File: src/hdl/assert_macros.svh
// Assertion macros for the sonar echo range timer RTL.
// Included by every module that carries concurrent assertions; no dependencies.
`ifndef ASSERT_MACROS_SVH
`define ASSERT_MACROS_SVH
`ifndef SYNTHESIS
`define SERTU_ASSERT(label, clk, rst, prop) \
   label: assert property (@(posedge clk) disable iff (rst) (prop)) \
      else $error("sertu assertion failed");
`define SERTU_ASSERT_IMP(label, clk, rst, ante, cons) \
   label: assert property (@(posedge clk) disable iff (rst) (ante) |-> (cons)) \
      else $error("sertu assertion failed");
`define SERTU_ASSERT_NXT(label, clk, rst, ante, cons) \
   label: assert property (@(posedge clk) disable iff (rst) (ante) |=> (cons)) \
      else $error("sertu assertion failed");
`else
`define SERTU_ASSERT(label, clk, rst, prop)
`define SERTU_ASSERT_IMP(label, clk, rst, ante, cons)
`define SERTU_ASSERT_NXT(label, clk, rst, ante, cons)
`endif
`endif

File: src/hdl/sertu_pkg.sv
// Types and constants for the sonar echo range timer.
// Used by sonar_echo_range_timer_unit; no dependencies.
package sertu_pkg;

   localparam int CSR_IDX_W  = 3;
   localparam int CSR_DATA_W = 17;
   localparam int PRE_LOW_W  = 10;
   localparam int HIGH_W     = 10;
   localparam int ARM_W      = 16;
   localparam int TIMEOUT_W  = 17;
   localparam int RANGE_W    = 16;
   localparam int FACTOR_W   = 16;
   localparam int COUNT_W    = 17;
   localparam int DIST_W     = 16;
   localparam int CLOSEST_W  = 20;
   localparam int STATUS_W   = 2;
   localparam int PROD_W     = COUNT_W + FACTOR_W;
   localparam int FRAC_W     = 16;

   localparam logic [CSR_IDX_W-1:0] CSR_PRE_LOW      = 3'd0;
   localparam logic [CSR_IDX_W-1:0] CSR_TRIGGER_HIGH = 3'd1;
   localparam logic [CSR_IDX_W-1:0] CSR_ARM_DELAY    = 3'd2;
   localparam logic [CSR_IDX_W-1:0] CSR_EDGE_TIMEOUT = 3'd3;
   localparam logic [CSR_IDX_W-1:0] CSR_MAX_RANGE    = 3'd4;
   localparam logic [CSR_IDX_W-1:0] CSR_MM_FACTOR    = 3'd5;

   localparam logic [PRE_LOW_W-1:0] PRE_LOW_RESET      = 10'd10;
   localparam logic [HIGH_W-1:0]    TRIGGER_HIGH_RESET = 10'd5;
   localparam logic [ARM_W-1:0]     ARM_DELAY_RESET    = 16'd500;
   localparam logic [TIMEOUT_W-1:0] EDGE_TIMEOUT_RESET = 17'd100000;
   localparam logic [RANGE_W-1:0]   MAX_RANGE_RESET    = 16'd3000;
   localparam logic [FACTOR_W-1:0]  MM_FACTOR_RESET    = 16'd11151;
   localparam logic [CLOSEST_W-1:0] CLOSEST_RESET      = 20'd999000;

   localparam logic [STATUS_W-1:0] ST_VALID      = 2'd0;
   localparam logic [STATUS_W-1:0] ST_NO_RISE    = 2'd1;
   localparam logic [STATUS_W-1:0] ST_NO_FALL    = 2'd2;
   localparam logic [STATUS_W-1:0] ST_OUT_RANGE  = 2'd3;

   localparam int OUT_DEPTH = 3;
   localparam int PTR_W     = 2;
   localparam int OCC_W     = 3;

   typedef enum logic [2:0] {
      PH_IDLE   = 3'd0,
      PH_PRELOW = 3'd1,
      PH_HIGH   = 3'd2,
      PH_ARM    = 3'd3,
      PH_RISE   = 3'd4,
      PH_FALL   = 3'd5
   } phase_type;

   typedef struct packed {
      logic                 trigger_level;
      logic                 done_res;
      logic [STATUS_W-1:0]  status;
      logic [DIST_W-1:0]    distance_mm;
      logic [CLOSEST_W-1:0] closest_mm;
      logic [DIST_W-1:0]    farthest_mm;
   } rsp_type;

endpackage

File: src/hdl/sonar_echo_range_timer_unit.sv
// Sonar echo range timer: trigger sequencing, echo pulse timing and distance scaling.
// Depends on sertu_pkg and assert_macros.svh.
// Each accepted word is one 1 us tick and yields exactly one response word. The block
// takes one word per clock while req_ready is high; a request is held in the input
// register, and its result enters the three-entry queue behind the single-pass tick logic.
// Request ready drops only when the response queue and the input register together hold
// three words. Distance is the echo width times the Q16 factor, truncated, from one
// 17x16 multiply in the tick logic.
`include "assert_macros.svh"

module sonar_echo_range_timer_unit (
   input  logic                            clock,
   input  logic                            reset,
   input  logic                            req_valid,
   output logic                            req_ready,
   input  logic                            req_cmd,
   input  logic                            req_echo_level,
   output logic                            rsp_valid,
   input  logic                            rsp_ready,
   output logic                            rsp_trigger_level,
   output logic                            rsp_done_res,
   output logic [sertu_pkg::STATUS_W-1:0]  rsp_status,
   output logic [sertu_pkg::DIST_W-1:0]    rsp_distance_mm,
   output logic [sertu_pkg::CLOSEST_W-1:0] rsp_closest_mm,
   output logic [sertu_pkg::DIST_W-1:0]    rsp_farthest_mm,
   input  logic                            csr_wr_en,
   input  logic [sertu_pkg::CSR_IDX_W-1:0] csr_index,
   input  logic [sertu_pkg::CSR_DATA_W-1:0] csr_wdata
);
   import sertu_pkg::*;

   logic [PRE_LOW_W-1:0] pre_low_ff;
   logic [HIGH_W-1:0]    trig_high_ff;
   logic [ARM_W-1:0]     arm_delay_ff;
   logic [TIMEOUT_W-1:0] timeout_ff;
   logic [RANGE_W-1:0]   max_range_ff;
   logic [FACTOR_W-1:0]  factor_ff;

   logic s1_valid_ff, s1_cmd_ff, s1_echo_ff;

   phase_type            phase_ff, phase_in, phase_eff;
   logic [COUNT_W-1:0]   count_ff, count_in, count_eff;
   logic [COUNT_W-1:0]   width_ff, width_in;
   logic                 prev_echo_ff;
   logic [CLOSEST_W-1:0] closest_ff, closest_in;
   logic [DIST_W-1:0]    farthest_ff, farthest_in;

   logic                 rise, fall;
   logic [COUNT_W:0]     rise_count;
   logic [COUNT_W-1:0]   fall_count, fall_width;
   logic [PROD_W-1:0]    product;
   logic [COUNT_W-1:0]   dist_raw;
   logic                 dist_ok;
   rsp_type              result;

   rsp_type              queue_ff [OUT_DEPTH];
   logic [PTR_W-1:0]     wr_ptr_ff, rd_ptr_ff;
   logic [PTR_W-1:0]     occ_ff;
   logic                 push, pop;
   logic [OCC_W-1:0]     in_flight;

   always_ff @(posedge clock) begin
      if (reset) begin
         pre_low_ff   <= PRE_LOW_RESET;
         trig_high_ff <= TRIGGER_HIGH_RESET;
         arm_delay_ff <= ARM_DELAY_RESET;
         timeout_ff   <= EDGE_TIMEOUT_RESET;
         max_range_ff <= MAX_RANGE_RESET;
         factor_ff    <= MM_FACTOR_RESET;
      end else if (csr_wr_en) begin
         unique case (csr_index)
            CSR_PRE_LOW:      pre_low_ff   <= csr_wdata[PRE_LOW_W-1:0];
            CSR_TRIGGER_HIGH: trig_high_ff <= csr_wdata[HIGH_W-1:0];
            CSR_ARM_DELAY:    arm_delay_ff <= csr_wdata[ARM_W-1:0];
            CSR_EDGE_TIMEOUT: timeout_ff   <= csr_wdata[TIMEOUT_W-1:0];
            CSR_MAX_RANGE:    max_range_ff <= csr_wdata[RANGE_W-1:0];
            CSR_MM_FACTOR:    factor_ff    <= csr_wdata[FACTOR_W-1:0];
            default: begin
            end
         endcase
      end
   end

   // Input register; the credit check keeps queue plus this stage within the queue depth.
   assign in_flight = OCC_W'(occ_ff) + OCC_W'(s1_valid_ff);
   assign req_ready = (in_flight < OCC_W'(OUT_DEPTH));

   always_ff @(posedge clock) begin
      if (reset) begin
         s1_valid_ff <= 1'b0;
      end else begin
         s1_valid_ff <= req_valid && req_ready;
      end
   end

   always_ff @(posedge clock) begin
      if (req_valid && req_ready) begin
         s1_cmd_ff  <= req_cmd;
         s1_echo_ff <= req_echo_level;
      end
   end

   assign rise = s1_echo_ff && !prev_echo_ff;
   assign fall = !s1_echo_ff && prev_echo_ff;

   // A start lands in the pre-low phase; phases of zero length fall through in the same tick.
   always_comb begin
      phase_eff = phase_ff;
      count_eff = count_ff;
      if (phase_ff == PH_IDLE && s1_cmd_ff) begin
         phase_eff = PH_PRELOW;
         count_eff = '0;
      end
      if (phase_eff == PH_PRELOW && count_eff >= COUNT_W'(pre_low_ff)) begin
         phase_eff = PH_HIGH;
         count_eff = '0;
      end
      if (phase_eff == PH_HIGH && count_eff >= COUNT_W'(trig_high_ff)) begin
         phase_eff = PH_ARM;
         count_eff = '0;
      end
      if (phase_eff == PH_ARM && count_eff >= COUNT_W'(arm_delay_ff)) begin
         phase_eff = PH_RISE;
         count_eff = '0;
      end
   end

   assign rise_count = {1'b0, count_eff} + 1'b1;
   assign fall_count = count_eff + 1'b1;
   assign fall_width = width_ff + 1'b1;
   assign product    = PROD_W'(fall_width) * PROD_W'(factor_ff);
   assign dist_raw   = product[PROD_W-1:FRAC_W];
   assign dist_ok    = (dist_raw != '0) && (dist_raw < COUNT_W'(max_range_ff));

   always_comb begin
      phase_in = phase_eff;
      count_in = count_eff;
      width_in = width_ff;
      unique case (phase_eff)
         PH_PRELOW, PH_HIGH, PH_ARM: begin
            count_in = fall_count;
         end
         PH_RISE: begin
            if (rise) begin
               phase_in = PH_FALL;
               count_in = '0;
               width_in = '0;
            end else if (rise_count >= {1'b0, timeout_ff}) begin
               phase_in = PH_IDLE;
               count_in = '0;
            end else begin
               count_in = rise_count[COUNT_W-1:0];
            end
         end
         PH_FALL: begin
            width_in = fall_width;
            count_in = fall_count;
            if (fall || fall_count >= timeout_ff) begin
               phase_in = PH_IDLE;
               count_in = '0;
            end
         end
         default: begin
            phase_in = PH_IDLE;
         end
      endcase
   end

   always_comb begin
      result.trigger_level = (phase_eff == PH_HIGH);
      result.done_res      = 1'b0;
      result.status        = ST_VALID;
      result.distance_mm   = '0;
      closest_in           = closest_ff;
      farthest_in          = farthest_ff;
      unique case (phase_eff)
         PH_RISE: begin
            if (!rise && rise_count >= {1'b0, timeout_ff}) begin
               result.done_res = 1'b1;
               result.status   = ST_NO_RISE;
            end
         end
         PH_FALL: begin
            if (fall) begin
               result.done_res = 1'b1;
               if (dist_ok) begin
                  result.distance_mm = dist_raw[DIST_W-1:0];
                  if (CLOSEST_W'(dist_raw[DIST_W-1:0]) < closest_ff) begin
                     closest_in = CLOSEST_W'(dist_raw[DIST_W-1:0]);
                  end
                  if (dist_raw[DIST_W-1:0] > farthest_ff) begin
                     farthest_in = dist_raw[DIST_W-1:0];
                  end
               end else begin
                  result.status = ST_OUT_RANGE;
               end
            end else if (fall_count >= timeout_ff) begin
               result.done_res = 1'b1;
               result.status   = ST_NO_FALL;
            end
         end
         default: begin
         end
      endcase
      result.closest_mm  = closest_in;
      result.farthest_mm = farthest_in;
   end

   always_ff @(posedge clock) begin
      if (reset) begin
         phase_ff     <= PH_IDLE;
         count_ff     <= '0;
         width_ff     <= '0;
         prev_echo_ff <= 1'b0;
         closest_ff   <= CLOSEST_RESET;
         farthest_ff  <= '0;
      end else if (s1_valid_ff) begin
         phase_ff     <= phase_in;
         count_ff     <= count_in;
         width_ff     <= width_in;
         prev_echo_ff <= s1_echo_ff;
         closest_ff   <= closest_in;
         farthest_ff  <= farthest_in;
      end
   end

   assign push = s1_valid_ff;
   assign pop  = rsp_valid && rsp_ready;

   always_ff @(posedge clock) begin
      if (push) begin
         queue_ff[wr_ptr_ff] <= result;
      end
   end

   always_ff @(posedge clock) begin
      if (reset) begin
         wr_ptr_ff <= '0;
         rd_ptr_ff <= '0;
         occ_ff    <= '0;
      end else begin
         if (push) begin
            wr_ptr_ff <= (wr_ptr_ff == PTR_W'(OUT_DEPTH - 1)) ? '0 : wr_ptr_ff + 1'b1;
         end
         if (pop) begin
            rd_ptr_ff <= (rd_ptr_ff == PTR_W'(OUT_DEPTH - 1)) ? '0 : rd_ptr_ff + 1'b1;
         end
         occ_ff <= occ_ff + PTR_W'(push) - PTR_W'(pop);
      end
   end

   assign rsp_valid         = (occ_ff != '0);
   assign rsp_trigger_level = queue_ff[rd_ptr_ff].trigger_level;
   assign rsp_done_res      = queue_ff[rd_ptr_ff].done_res;
   assign rsp_status        = queue_ff[rd_ptr_ff].status;
   assign rsp_distance_mm   = queue_ff[rd_ptr_ff].distance_mm;
   assign rsp_closest_mm    = queue_ff[rd_ptr_ff].closest_mm;
   assign rsp_farthest_mm   = queue_ff[rd_ptr_ff].farthest_mm;

   `SERTU_ASSERT(a_credit_bound, clock, reset, in_flight <= OCC_W'(OUT_DEPTH))
   `SERTU_ASSERT_NXT(a_done_goes_idle, clock, reset, s1_valid_ff && result.done_res, phase_ff == PH_IDLE)
   `SERTU_ASSERT_NXT(a_closest_monotone, clock, reset, 1'b1, closest_ff <= $past(closest_ff))
   `SERTU_ASSERT_NXT(a_farthest_monotone, clock, reset, 1'b1, farthest_ff >= $past(farthest_ff))
   `SERTU_ASSERT_IMP(a_idle_result_clear, clock, reset, rsp_valid && !rsp_done_res, rsp_status == ST_VALID && rsp_distance_mm == '0)

endmodule
File: config.mk
export PLATFORM = sky130hd
export DESIGN_NAME = sonar_echo_range_timer_unit
export DESIGN_NICKNAME = d
export VERILOG_FILES = /design/src/hdl/sertu_pkg.sv /design/src/hdl/sonar_echo_range_timer_unit.sv
export VERILOG_INCLUDE_DIRS = /design/src /design/src/hdl
export SDC_FILE = /design/constraint.sdc
export NUM_CORES = 1
export LEC_CHECK = 0
export BUFFER_PORTS_ARGS = -buffer_cell sky130_fd_sc_hd__buf_2
export CAP_MARGIN = 20
export CORE_ASPECT_RATIO = 1.25
export CORE_MARGIN = 2
export CORE_UTILIZATION = 54
export DETAILED_ROUTE_END_ITERATION = 6
export PLACE_DENSITY = 0.77
export SLEW_MARGIN = 20
export SYNTH_ARGS = -nofsm -noshare
export SYNTH_HDL_FRONTEND = slang
export SYNTH_SLANG_ARGS = --single-unit
File: constraint.sdc
create_clock -name clock -period 10.1 [get_ports clock]
set_input_delay 0.505 -clock clock [delete_from_list [all_inputs] [get_ports clock]]
set_output_delay 0.505 -clock clock [all_outputs]
set_load 0.1 [all_outputs]
==> key figures, run 1 <==
Final layout
  – Layout net count: 3285
  – Area Overhead vs Synth: 10.8%
  – Fin util: 60.5%
  – ANT cells: 0
  – Layout cells sized above 1: 11.0%

CTS
  – Clock root cell: clkbuf_16
  – CTS tree: done
  – Num CTS Buffers: 36
  – CTS Buffer Depth: 3
  – Clock sink count: 338
  – CTS H-Tree Depth: 2
  – Register clock-pin slew on the reported worst setup and hold paths: 0.06 ns
  – Clk_lat worst skew: 0.58 ns

Drt
  – Total length of routed wires: 66.7 mm
  – WL/cell: 19.0 um
  – DRC Markers: 0
  – DRT iter0 DRCs: 1381
  – Vias: 20000
  – Pre-antenna DRT Iters: 7
  – Avg Vias per Cell: 5.71
  – Post-route ant nets: 0

Placed design
  – Post-DP HPWL: 49.6 mm
  – Gpl congestion: 0.958
  – Pre-CTS WS: -0.400 ns
  – Port Buf Inserts: 84

Yosys
  – Compound-Gate Fraction of Synth Area: 10.6%
  – Synth Area in XOR/XNOR: 1.53%
  – Syn_nets: 3189
  – Yosys warning count: 0
  – Synth top area cells: edfxtp_1 (20%), fa_1 (16%), dfxtp_1 (13%)
  – Avg Cell Area, Syn: 9.38 sq um
  – Main combinational cell family by area after synthesis: adder cells
  – Synth Area in Adders: 26.1%
  – Post-synth top cells: nand2_1 (387), inv_1 (383), fa_1 (207), ha_1 (207), edfxtp_1 (170)
  – Mapped Cells: 2748
  – Post-synth top flop: edfxtp_1
  – Area fraction of the dominant cell type after synthesis: 19.8%
  – Post-synthesis sequential area ratio: 32.9%
  – Synth async-reset ratio: 0%
  – Cell variety after synth: 79
  – Synthesized area: 25800 sq um
  – Post-synth EDFFs: 170
  – #FFs+latches synth: 338
  – Count leader, synth: nand2_1
  – Post-synthesis simple-gate area fraction: 17.3%
  – Yosys top cell by area: edfxtp_1
  – Multiplexer area fraction after synthesis: 4.01%

Die
  – Row count: 89
  – Area of the core: 47200 sq um
  – Die W: 199 um
  – I/O pin count: 85
  – Die Area: 49500 sq um
  – Die height: 248 um
  – Initial core utilization: 54.6%

Global route
  – Met3 usage: 3.83%
  – Vias in the first global route: 20700
  – Grt ovf: 0
  – M1 GR Usage: 34.5%
  – Met2 usage: 48.4%
  – First-pass GRT wire length: 107 mm
  – Gr usage total: 27.5%
  – Largest net degree at the start of global routing: 113
  – Most Crowded Layer GR: met2
  – Antenna violations before repair: 1

Setup path
  – Crit Path Category: reg -> reg
  – CP Data Arrival Time: 9.92 ns
  – CP peak stage delay: 0.56 ns
  – Crit path top cell by count: fa_1
  – WP data required: 10.39 ns
  – Startpoint Class: register
  – Setup crit end kind: register
  – Worst Path Max Fanout: 16
  – Slowest stage cell, crit path: fa_1

STA
  – Worst Setup Slack, final: 0.472 ns
  – Max-slew headroom: 34.3%
  – Worst-Margin Slew: 0.986 ns
  – Final Max Slew Viols: 0
  – Final hold violations: 0
  – Final setup vio count: 0
  – Fmax: 0.104 GHz
  – Clock skew: 0.0401 ns
  – Period Utilization, post-route: 95.3%
  – Clock period minus worst slack: 9.63 ns

Status
  – Status: completed

Power and ir drop
  – Worst VDD drop: 0.148 mV
  – Leakage power total: 0.0121 uW
  – Pwr Density: 135 nW/um^2
  – Overall Power: 3850 uW

Hold path
  – Type of the worst min-delay path: in -> reg

Run
  – Max Cap Violations: 0
## cells by family (layout without fill, tap and decap cells)
logic type | after synthesis | after routing
compound gates | 427 | 427
xor+xnor | 45 | 45
fa+ha+maj | 414 | 414
buf+inv | 506 | 628
flops | 338 | 338
mux | 99 | 99
simple gates | 919 | 919
## layout make-up
type | count | area (sq um)
clock inverter | 19 | 159
tap | 637 | 797
sequential | 338 | 8480
inverter | 384 | 1440
multi-input combinational | 1904 | 15600
timing repair buffer | 180 | 1160
fill | 4002 | 18700
clock buffer | 45 | 945
## where the power goes
group          switching, uW  leakage, uW  internal [uW]
registers               40.1      0.00279           1490
clock network            575     0.000538            699
logic                    814      0.00876            240
## registers in the layout, summed over array words and instances, names as in the netlist, 17 cells and up, named ones only
signal / count
closest_ff: 20
count_ff: 17
queue_ff: 168
timeout_ff: 17
width_ff: 17
## metal layers
metal	share of wire (%)	vias up	wire length, um
met3	6.0	142	4000
met2	50	686	33400
met1	41	9856	27200
met4	3.1	2	2050
li1	-	9341	-
met5	0.018	-	12
## layout by cell type, fill, tap and decap left out, types with 12 or more instances in the layout
| cell | n |
|---|---|
| dfxtp_1 | 166 |
| o21ai_0 | 105 |
| buf_2 | 83 |
| a211oi_1 | 14 |
| a21oi_1 | 119 |
| and3_1 | 22 |
| and2_1 | 135 |
| clkbuf_16 | 36 |
| inv_1 | 382 |
| xor2_1 | 21 |
| nand2_1 | 386 |
| nor2_1 | 110 |
| nand2b_1 | 20 |
| fa_1 | 207 |
| buf_4 | 95 |
| nor2b_1 | 81 |
| a21o_1 | 36 |
| nor3_1 | 24 |
| xnor2_1 | 20 |
| mux2i_1 | 77 |
| mux2_2 | 12 |
| edfxtp_1 | 170 |
| nand3_1 | 47 |
| ha_1 | 206 |
| nand4_1 | 27 |
| o211ai_1 | 36 |
## per-stage QoR
step	cells	setup TNS (ns)	instance area [sq um]	hold WS, ns
global route	3507	-0.119	28600	0.0861
global placement	3434	-1.50	27200	0.444
detailed placement	3435	-14.62	27200	0.447
finish	3507	0	28600	0.114
CTS	3502	-0.00402	28400	0.0893
floorplan	2748	0	25800	0.435
## critical path, delay by kind of cell, from the launching register on
kind | cells | cell delay, ns
adder cells (fa/ha/maj) | 9 | 3.81
AND/OR/NAND/NOR | 10 | 1.93
AO/OA/AOI/OAI | 6 | 1.71
buffers and inverters | 5 | 0.67
XOR/XNOR | 2 | 0.45
multiplexers | 1 | 0.41
flip-flops | 1 | 0.38
## worst paths after layout
path	start	to	slack, ns	cells after the start
max reg2reg	width_ff[1]	queue_ff[2][11]	0.47	33
min reg2reg	arm_delay_ff[9]	arm_delay_ff[9]	0.45	2
max	width_ff[1]	queue_ff[2][11]	0.47	33
min	req_echo_level	s1_echo_ff	0.11	1
## what timing repair did
action | CTS | global route
setup endpoints to repair | 127 | 220
setup buffers | 3 | 5
pin swaps | 1 | 7
hold buffers | 0 | 0
hold endpoints to repair | 0 | 0
resized for setup | 10 | 37
(Power assumes the default switching activity.)
==> run 2: changes to the inputs <==
ABC_AREA = 1   (was not set)
BUFFER_PORTS_ARGS = -buffer_cell sky130_fd_sc_hd__buf_4   (was -buffer_cell sky130_fd_sc_hd__buf_2)
==> key figures, run 2 <==
Status
  – Status: completed

Yosys
  – Main combinational cell family by area after synthesis: adder cells
  – Area fraction of the dominant cell type after synthesis: 19.9%
  – Post-synth EDFFs: 170
  – Synth Area in Adders: 26.2%
  – Yosys warning count: 0
  – Mapped Cells: 3107
  – Synthesized area: 25700 sq um
  – Synth top area cells: edfxtp_1 (20%), fa_1 (16%), dfxtp_1 (13%)
  – Compound-Gate Fraction of Synth Area: 11.4%
  – Syn_nets: 3548
  – Post-synthesis simple-gate area fraction: 17.9%
  – #FFs+latches synth: 338
  – Post-synthesis sequential area ratio: 32.9%
  – Count leader, synth: inv_1
  – Yosys top cell by area: edfxtp_1
  – Multiplexer area fraction after synthesis: 0%
  – Synth async-reset ratio: 0%
  – Synth Area in XOR/XNOR: 1.06%
  – Cell variety after synth: 63
  – Post-synth top cells: inv_1 (568), nand2_1 (518), nor2_1 (415)
  – Post-synth top flop: edfxtp_1
  – Avg Cell Area, Syn: 8.27 sq um

Setup path
  – CP peak stage delay: 0.56 ns
  – Setup crit end kind: register
  – Reg2reg setup slack: 0.50 ns
  – Startpoint Class: register
  – Worst Path Max Fanout: 14
  – Crit Path Category: reg -> reg
  – CP Data Arrival Time: 9.99 ns
  – WP data required: 10.49 ns
  – Slowest stage cell, crit path: fa_1

Power and ir drop
  – Leakage power total: 0.0130 uW
  – Overall Power: 5020 uW
  – Worst VDD drop: 0.188 mV
  – Pwr Density: 177 nW/um^2

STA
  – Final hold violations: 0
  – Worst-Margin Slew: 1.20 ns
  – Worst Setup Slack, final: 0.502 ns
  – Final setup vio count: 0
  – Max-slew headroom: 20.1%
  – Clock period minus worst slack: 9.60 ns
  – Final Max Slew Viols: 0
  – Period Utilization, post-route: 95.0%
  – Fmax: 0.104 GHz
  – Clock skew: 0.0208 ns

Global route
  – Largest net degree at the start of global routing: 104
  – First-pass GRT wire length: 111 mm
  – Vias in the first global route: 21500
  – Antenna violations before repair: 0
  – Grt ovf: 0
  – Gr usage total: 28.7%

CTS
  – Clock sink count: 338
  – CTS tree: done
  – CTS Buffer Depth: 3
  – Clock root cell: clkbuf_16
  – Register clock-pin slew on the reported worst setup and hold paths: 0.06 ns
  – Clk_lat worst skew: 0.55 ns
  – CTS H-Tree Depth: 2
  – Num CTS Buffers: 37
  – Cts hold-fix bufs: 0

Drt
  – Pre-antenna DRT Iters: 6
  – WL/cell: 18.5 um
  – Vias: 21500
  – Avg Vias per Cell: 5.60
  – Post-route ant nets: 0
  – Total length of routed wires: 70.9 mm
  – DRC Markers: 0
  – DRT iter0 DRCs: 1823

Die
  – Row count: 89
  – Area of the core: 47100 sq um
  – Die Area: 49400 sq um
  – Die height: 248 um
  – Initial core utilization: 54.6%
  – I/O pin count: 85
  – Die W: 199 um

Final layout
  – Reg area: 8470 sq um
  – Filler cell count: 4063
  – Area Overhead vs Synth: 10.6%
  – Layout net count: 3613
  – Layout cells sized above 1: 9.56%
  – ANT cells: 0
  – Largest register by flop count: queue_ff
  – Most frequent cells in the layout: inv_1 (560), nand2_1 (511), nor2_1 (406)
  – Number of flip-flops under the largest register name: 168
  – Multi-input logic area: 14800 sq um
  – Top Registers: queue_ff x168, closest_ff x20
  – Most common cell after layout, fill and taps aside: inv_1

Placed design
  – Post-DP HPWL: 53.2 mm
  – Port Buf Inserts: 84
  – Gpl congestion: 0.959
  – Pre-CTS WS: -0.270 ns

Hold path
  – Type of the worst min-delay path: in -> reg

Run
  – Max Cap Violations: 0
## run 2: cell types whose count changed after synthesis, sizes merged, moves of 19 or more
cell,before,now
o21ai,111,139
mux2i,78,0
and2,137,1
inv,383,571
clkbuf,103,84
mux2,21,0
nor2b,81,0
a21o,36,3
a21oi,120,291
nand2b,20,0
and3,24,0
nand2,387,534
nor2,115,427
## run 2: per-stage QoR
stage	setup TNS, ns	hold slack [ns]	util (%)	area (sq um)	std cells
floorplan	0	0.430	-	25700	3107
detailed placement	-9.10	0.455	57.3	27000	3757
finish	0	0.138	60.4	28400	3837
CTS	0	0.120	59.7	28100	3826
global route	-1.28	0.127	60.4	28400	3837
global placement	0	0.447	57.3	27000	3757
## run 2: cell families (layout without fill, tap and decap cells)
logic type | Yosys count | after routing
xor+xnor | 31 | 31
simple gates | 1094 | 1095
flops | 338 | 338
buf+inv | 696 | 788
compound gates | 534 | 534
fa+ha+maj | 414 | 414
## run 2: timing repair
item | in CTS | in global routing
endpoints found under the setup margin | 77 | 220
resized for setup | 5 | 60
cloned | 0 | 1
setup buffers | 2 | 9
pin swaps | 1 | 7
## run 2: critical path: cells and delay by family (launching register included)
| family | cells | cell delay [ns] |
|---|---|---|
| simple gates | 20 | 2.22 |
| xor+xnor | 2 | 0.69 |
| flops | 1 | 0.35 |
| fa+ha+maj | 8 | 3.79 |
| compound gates | 6 | 0.93 |
| buf+inv | 10 | 1.44 |
## run 2: worst paths after layout
| path | start | endpoint | cells past startpoint |
|---|---|---|---|
| worst max-delay path | width_ff[0] | closest_ff[18] | 46 |
| worst max register to register | width_ff[0] | closest_ff[18] | 46 |
| worst min register to register | arm_delay_ff[10] | arm_delay_ff[10] | 2 |
| worst min-delay path | req_echo_level | s1_echo_ff | 1 |
## run 2: cell type report
type / instances / area share [%]
Multi-Input combinational cell: 2074 / 52.0
Sequential cell: 338 / 29.8
Inverter: 583 / 7.72
Timing Repair Buffer: 138 / 3.73
Clock buffer: 50 / 3.43
Tap cell: 637 / 2.80
Clock inverter: 17 / 0.567
## run 2: layer usage
metal	global-route usage [%]	up-vias	share of wire [%]
li1	-	10000	-
met1	35.3	10400	40
met2	49.7	853	49
met3	4.40	212	6.5
met4	12.7	0	4.8
met5	0	-	0
## run 2: power by group
part / switching [uW] / total [uW] / internal [uW] / leakage, uW
clock network: 564 / 1300 / 736 / 0.000557
registers: 42.9 / 1570 / 1530 / 0.00293
logic: 1700 / 2150 / 453 / 0.00954
